==> config.mk <==
export PLATFORM = sky130hd
export DESIGN_NAME = psu_ctrl
export DESIGN_NICKNAME = d
export VERILOG_FILES = /design/src/design/psu_pkg.sv /design/src/design/psu_ctrl.sv
export VERILOG_INCLUDE_DIRS = /design/src /design/src/design
export SDC_FILE = /design/constraint.sdc
export NUM_CORES = 1
export LEC_CHECK = 0
export ABC_CLOCK_PERIOD_IN_PS = 6000
export BUFFER_PORTS_ARGS = -buffer_cell sky130_fd_sc_hd__buf_2
export CAP_MARGIN = 20
export CORE_ASPECT_RATIO = 1.4
export CORE_MARGIN = 2
export CORE_UTILIZATION = 46
export DETAILED_ROUTE_END_ITERATION = 6
export PLACE_DENSITY = 0.7
export SYNTH_ARGS = -nofsm -noshare
export SYNTH_HDL_FRONTEND = slang
export SYNTH_SLANG_ARGS = --single-unit
==> constraint.sdc <==
create_clock -name clk -period 6 [get_ports clk]
set_clock_uncertainty 0.1 [all_clocks]
set_input_delay 1.2 -clock clk [delete_from_list [all_inputs] [get_ports clk]]
set_output_delay 1.2 -clock clk [all_outputs]
set_load 0.005 [all_outputs]
==> src/design/png_scanline_unfilter_defines.svh <==
// Assertion macros shared by the scanline unfilter modules.
`ifndef PNG_SCANLINE_UNFILTER_DEFINES_SVH
`define PNG_SCANLINE_UNFILTER_DEFINES_SVH

// Same-cycle implication, checked on every clock edge outside reset.
`define PSU_ASSERT_NOW(label, ante, cons, msg) \
  label: assert property (@(posedge clk) disable iff (!rst_n) (ante) |-> (cons)) \
    else $error(msg);

// Next-cycle implication, checked on every clock edge outside reset.
`define PSU_ASSERT_NEXT(label, ante, cons, msg) \
  label: assert property (@(posedge clk) disable iff (!rst_n) (ante) |=> (cons)) \
    else $error(msg);

`endif

==> src/design/psu_pkg.sv <==
// Types, constants and helper functions of the scanline unfilter.
package psu_pkg;

  localparam int MAX_ROW_BYTES = 16384;
  localparam int ROW_AW        = $clog2(MAX_ROW_BYTES);
  localparam int COL_W         = ROW_AW + 1;
  localparam int MAX_CHANNELS  = 4;
  localparam int CH_W          = $clog2(MAX_CHANNELS);

  // Configuration register indexes
  typedef enum logic [0:0] {
    REG_BPP       = 1'b0,
    REG_ROW_BYTES = 1'b1
  } cfg_reg_t;

  // Filter types of a row
  typedef enum logic [2:0] {
    FILT_NONE  = 3'd0,
    FILT_SUB   = 3'd1,
    FILT_UP    = 3'd2,
    FILT_AVG   = 3'd3,
    FILT_PAETH = 3'd4
  } filt_t;

  // One item handed from the column control to the reconstruction stage
  typedef struct packed {
    logic              bad;
    logic [7:0]        sample;
    logic [ROW_AW-1:0] pos;
    logic [ROW_AW-1:0] dest;
    logic [CH_W-1:0]   ch;
    filt_t             filt;
    logic              first;
    logic              done;
  } psu_item_t;

  // Control group from the column control to the reconstruction stage
  typedef struct packed {
    logic      load;
    logic      clear;
    psu_item_t item;
  } psu_issue_t;

  // RGB to BGR swap offset, two's complement on the row address width
  function automatic logic [ROW_AW-1:0] swap_off(input logic rgba, input logic [CH_W-1:0] ch);
    logic [ROW_AW-1:0] off;
    begin
      off = '0;
      if (ch == CH_W'(0)) begin
        off = ROW_AW'(2);
      end else if (ch == CH_W'(2)) begin
        off = -ROW_AW'(2);
      end
      if (!rgba && ch == CH_W'(3)) begin
        off = '0;
      end
      return off;
    end
  endfunction

  // Paeth predictor on 8-bit samples
  function automatic logic [7:0] paeth(input logic [7:0] a, input logic [7:0] b,
                                       input logic [7:0] c);
    logic signed [10:0] da;
    logic signed [10:0] db;
    logic signed [10:0] dc;
    logic [9:0]         pa;
    logic [9:0]         pb;
    logic [9:0]         pc;
    logic [7:0]         res;
    begin
      da  = $signed({3'b000, b}) - $signed({3'b000, c});
      db  = $signed({3'b000, a}) - $signed({3'b000, c});
      dc  = da + db;
      pa  = da[10] ? 10'(-da) : da[9:0];
      pb  = db[10] ? 10'(-db) : db[9:0];
      pc  = dc[10] ? 10'(-dc) : dc[9:0];
      if (pa <= pb && pa <= pc) begin
        res = a;
      end else if (pb <= pc) begin
        res = b;
      end else begin
        res = c;
      end
      return res;
    end
  endfunction

endpackage

==> src/design/psu_ctrl.sv <==
// Column, channel and filter control with the configuration registers.
`include "png_scanline_unfilter_defines.svh"

module psu_ctrl (
  input  logic              clk,
  input  logic              rst_n,
  input  logic              cfg_valid,
  output logic              cfg_ready,
  input  psu_pkg::cfg_reg_t cfg_index,
  input  logic [14:0]       cfg_data,
  input  logic              in_tvalid,
  input  logic [7:0]        in_sample,
  input  logic              take_ok,
  output logic              in_tready,
  output psu_pkg::psu_issue_t issue
);
  import psu_pkg::*;

  logic [2:0]       bpp_cfg_r;
  logic [14:0]      row_bytes_r;
  logic [COL_W-1:0] column_r, column_nxt;
  logic [CH_W-1:0]  channel_r, channel_nxt;
  filt_t            filt_r, filt_nxt;
  logic             first_row_r, first_row_nxt;
  logic             error_r, error_nxt;

  logic             rgba;
  logic [COL_W-1:0] len;
  logic [CH_W-1:0]  ch;
  logic             accept;
  logic             done;
  logic [ROW_AW-1:0] pos;

  // Configuration writes are always taken
  assign cfg_ready = 1'b1;

  always_ff @(posedge clk) begin
    if (!rst_n) begin
      bpp_cfg_r   <= 3'd3;
      row_bytes_r <= 15'd3;
    end else if (cfg_valid) begin
      unique case (cfg_index)
        REG_BPP:       bpp_cfg_r   <= cfg_data[2:0];
        REG_ROW_BYTES: row_bytes_r <= cfg_data;
      endcase
    end
  end

  // Effective pixel size and clamped row length
  assign rgba = (bpp_cfg_r == 3'd4);

  always_comb begin
    if (row_bytes_r == 15'd0) begin
      len = COL_W'(1);
    end else if (COL_W'(row_bytes_r) > COL_W'(MAX_ROW_BYTES)) begin
      len = COL_W'(MAX_ROW_BYTES);
    end else begin
      len = COL_W'(row_bytes_r);
    end
  end

  assign in_tready = take_ok;
  assign accept    = in_tvalid && take_ok;
  assign ch        = (!rgba && channel_r == CH_W'(3)) ? '0 : channel_r;
  assign pos       = ROW_AW'(column_r - COL_W'(1));
  assign done      = (column_r >= len);

  // Decode the accepted byte and advance the row position
  always_comb begin
    column_nxt    = column_r;
    channel_nxt   = channel_r;
    filt_nxt      = filt_r;
    first_row_nxt = first_row_r;
    error_nxt     = error_r;
    issue         = '0;
    issue.item.sample = in_sample;
    issue.item.pos    = pos;
    issue.item.dest   = pos + swap_off(rgba, ch);
    issue.item.ch     = ch;
    issue.item.filt   = filt_r;
    issue.item.first  = first_row_r;
    issue.item.done   = done;
    if (accept && !error_r) begin
      if (column_r == '0) begin
        if (in_sample > 8'd4) begin
          error_nxt      = 1'b1;
          issue.load     = 1'b1;
          issue.item.bad = 1'b1;
        end else begin
          filt_nxt    = filt_t'(in_sample[2:0]);
          issue.clear = 1'b1;
          channel_nxt = '0;
          column_nxt  = COL_W'(1);
        end
      end else begin
        issue.load = 1'b1;
        if (done) begin
          column_nxt    = '0;
          first_row_nxt = 1'b0;
          channel_nxt   = '0;
        end else begin
          column_nxt  = column_r + COL_W'(1);
          channel_nxt = (rgba ? (ch == CH_W'(3)) : (ch == CH_W'(2))) ? '0 : ch + CH_W'(1);
        end
      end
    end
  end

  always_ff @(posedge clk) begin
    if (!rst_n) begin
      column_r    <= '0;
      channel_r   <= '0;
      filt_r      <= FILT_NONE;
      first_row_r <= 1'b1;
      error_r     <= 1'b0;
    end else begin
      column_r    <= column_nxt;
      channel_r   <= channel_nxt;
      filt_r      <= filt_nxt;
      first_row_r <= first_row_nxt;
      error_r     <= error_nxt;
    end
  end

  `PSU_ASSERT_NOW(a_no_issue_after_error, error_r, !issue.load && !issue.clear,
                  "item issued after a bad filter")
  `PSU_ASSERT_NOW(a_column_in_range, 1'b1, column_r <= COL_W'(MAX_ROW_BYTES),
                  "column beyond the row store")
  `PSU_ASSERT_NEXT(a_error_sticky, error_r, error_r, "error flag cleared without reset")

endmodule

==> metrics.txt <==
status=finished, final reports clean; first-pass GRT wire length=12300 um; total of max-cap violations=0; Clock Power Share=0.163; Post-Synth Simple-Gate Area=0.271; Netlist cell types=53; vias in the first global route=around 2800; GRT met1 Usage=0.224; fmax=213 MHz; Psw=405 uW; Synth-to-Final Area Change=11.6%; Synth warnings=0; largest net degree at the start of global routing=30; grt peak-use layer=met2; fin nets=538; fin crit period=4690 ps; Bufs on Longest Clock Path=2; CP startpoint kind=flop; slowest stage cell, crit path=or4_1; initial antenna violation count=0; I/O Buffers=75; HP Class=reg -> reg; buffers inserted by post-CTS timing repair=0; clock latency on the worst-skew pair=290 ps; cell area after synthesis=roughly 3200 um^2; Crit Path Max Fanout=12; Min-Delay Endpoint=first_row_r$_SDFFE_PN1P_; fill count=727; synthesized area per cell=7.50 um^2; met2 global-route usage=0.388; Register Area=801 um^2; Critical R2R Capture=column_r[8]$_SDFFE_PN0P_; Synth Area in XOR/XNOR=0.0513; most common cell in the netlist=nand2_1; met3 GRT Util=0.0225; area leader, netlist=dfxtp_1; Mapped Nets=491; crit-path cells=or4_1 > nor2_1 > xor2_1 > ha_1 > o21a_1 > o31a_1 > o21ai_0 > a221oi_1 > mux2i_1 > o2111ai_1 > buf_2; Pint=615 uW; Synth top area share=0.249; Detailed Route Iter0 Violations=between 100 and 150; worst slew pin tran=roughly 800 ps; CP delay by family, top=compound AO/OA/AOI/OAI gates; PostCTS Resize Cnt=0; Detail Route Antenna Nets=0; Min-Delay Startpoint=first_row_r$_SDFFE_PN1P_; gp weighted congestion=0.787; via count=3085; setup slack, reg-to-reg=around 3100 ps; ys async rst share=0; R2R depth=12; total clock sinks=40; Initial Util=0.470; TritonCTS clock tree=yes; Worst R2R Start=row_bytes_r[9]$_SDFFE_PN0P_; Core Area=6850 um^2; Data arrival, critical path=3390 ps; Vias/cell=5.40; layout cells sized above 1=0.189; aggregate global routing overflow=0; Power Dens Cells=284 nW/um^2; worst hold path depth=2; combinational share of power=0.554; # rows=36; RSZ-0062 raised after global routing=false; endpoints failing hold=0; Total GRT Usage=0.200; Leak=0.00156 uW; area of the multi-input gates=between 2000 and 2500 um^2; Synth area leaders=dfxtp_1 (25%), ha_1 (12%), nand2_1 (9.1%); CTS Hold Bufs=0; CP peak stage delay=roughly 640 ps; Tcrit/Tclk final=0.782; Routed wire per std cell=12.9 um; register area share after synthesis=0.249; Main synth FF type=dfxtp_1; Root Buffer=clkbuf_8; Slew Viols, Final=0; switch share=0.397; final setup vio count=0; CP Class=reg -> out; die area=7690 um^2; Post-synth EDFFs=0; Post-Syn Instances=429; Max VDD drop=0.131 mV; num ports=77; Worst setup EP type=output pin; DP Worst Slack=~1600 ps; multiplexer share of the synthesized area=0.0218; Rel. slew slack=0.470; combinational family with the most area after synthesis=simple AND/OR/NAND/NOR gates; CTS buffer count=5; share of power burned in registers=0.283; Compound-Gate Fraction of Synth Area=0.189; First-pass DRT Iterations=5; Reg clk slew, reported paths=80 ps; Die Width=74.7 um; Hold Slack=360 ps; DRC viols=0; Buf+Inv Stages, Crit Path=1; most instantiated cells after synthesis=nand2_1 (78), dfxtp_1 (40), a21oi_1 (34), nor2_1 (34), ha_1 (32); final WL=7370 um; post-synthesis adder-cell area fraction=0.131; hpwl dp=~5800 um; TNS Setup=0 ps; register bit total from synthesis=40; Worst Slack Setup Final=1310 ps; Ant. Diodes=0; die height=103 um; H-tree depth=2; CP required=4700 ps
## cell families (layout without fill, tap and decap cells)
logic type | count (synthesis) | in the layout
flops | 40 | 40
xor+xnor | 18 | 18
mux | 7 | 7
simple gates | 180 | 180
buf+inv | 54 | 101
fa+ha+maj | 33 | 33
compound gates | 96 | 96
other cells | 1 | 1
## through the flow
step / total power [uW] / utilization / area (um^2) / std cells
floorplan: 681 / - / 3220 / 429
finish: 1020 / 0.524 / 3590 / 571
global route: 1110 / 0.524 / 3590 / 571
CTS: 1030 / 0.524 / 3590 / 571
detailed placement: 861 / 0.513 / 3510 / 564
global placement: 847 / 0.513 / 3510 / 564
## worst max-delay path by stage
stage / startpoint / endpoint / depth (start not counted) / slack [ps]
2_1_floorplan: column_r[2]$_SDFFE_PN0P_ / issue[18] / 12 / 1970
3_3_place_gp: column_r[2]$_SDFFE_PN0P_ / issue[18] / 11 / 1750
3_5_place_dp: column_r[2]$_SDFFE_PN0P_ / issue[18] / 11 / 1640
4_1_cts: column_r[2]$_SDFFE_PN0P_ / issue[18] / 11 / 1320
5_1_grt: column_r[0]$_SDFFE_PN0P_ / issue[18] / 12 / 980
6_report: column_r[2]$_SDFFE_PN0P_ / issue[18] / 11 / 1310
## layer usage
| layer | wire (um) | vias to the layer above |
|---|---|---|
| li1 | - | 1614 |
| met1 | 3140 | 1396 |
| met2 | 3840 | 70 |
| met3 | 307 | 5 |
| met4 | 75 | 0 |
| met5 | 0 | - |
## placed cells by master, fill, tap and decap left out, drive strengths merged, types with 8 or more instances in the layout
master,netlist,routed
xnor2,11,11
a31oi,8,8
nand3,11,11
nor3,15,15
nand4,10,10
nand2,78,78
a21oi,34,34
inv,18,18
o21ai,16,16
nor2,34,34
a41oi,8,8
dfxtp,40,40
buf,18,76
ha,32,32
## state kept, by name (all words and copies together), names as in the netlist
register / cells
error_r: 1
column_r: 15
filt_r: 3
row_bytes_r: 15
channel_r: 2
bpp_cfg_r: 3
first_row_r: 1
## layout make-up
class	instances	share of cell area
multi-input combinational	335	0.597
sequential	40	0.223
timing repair buffer	76	0.107
tap	95	0.0331
clock buffer	6	0.0202
inverter	18	0.0188
clock inverter	1	0.00139
## power by group through the flow
stage	registers [uW]	clock network, uW	logic, uW
after detailed placement	295	0	566
after global placement	294	0	552
after floorplan	289	0	392
after global routing	291	181	633
after CTS	289	170	568
final	289	166	565
## worst register-to-register path, cell delays in order, from the launching register on
cell and delay (ps):
dfxtp_1 330, nor4_1 360, nand4_1 170, nand2_1 120, nand2_1 70, ha_1 290, a21oi_1 120, o21ai_0 110
a21oi_1 190, o21a_1 150, buf_4 290, nand3_1 230, o31ai_1 280
Note: power is estimated with default switching activity, not from simulation.
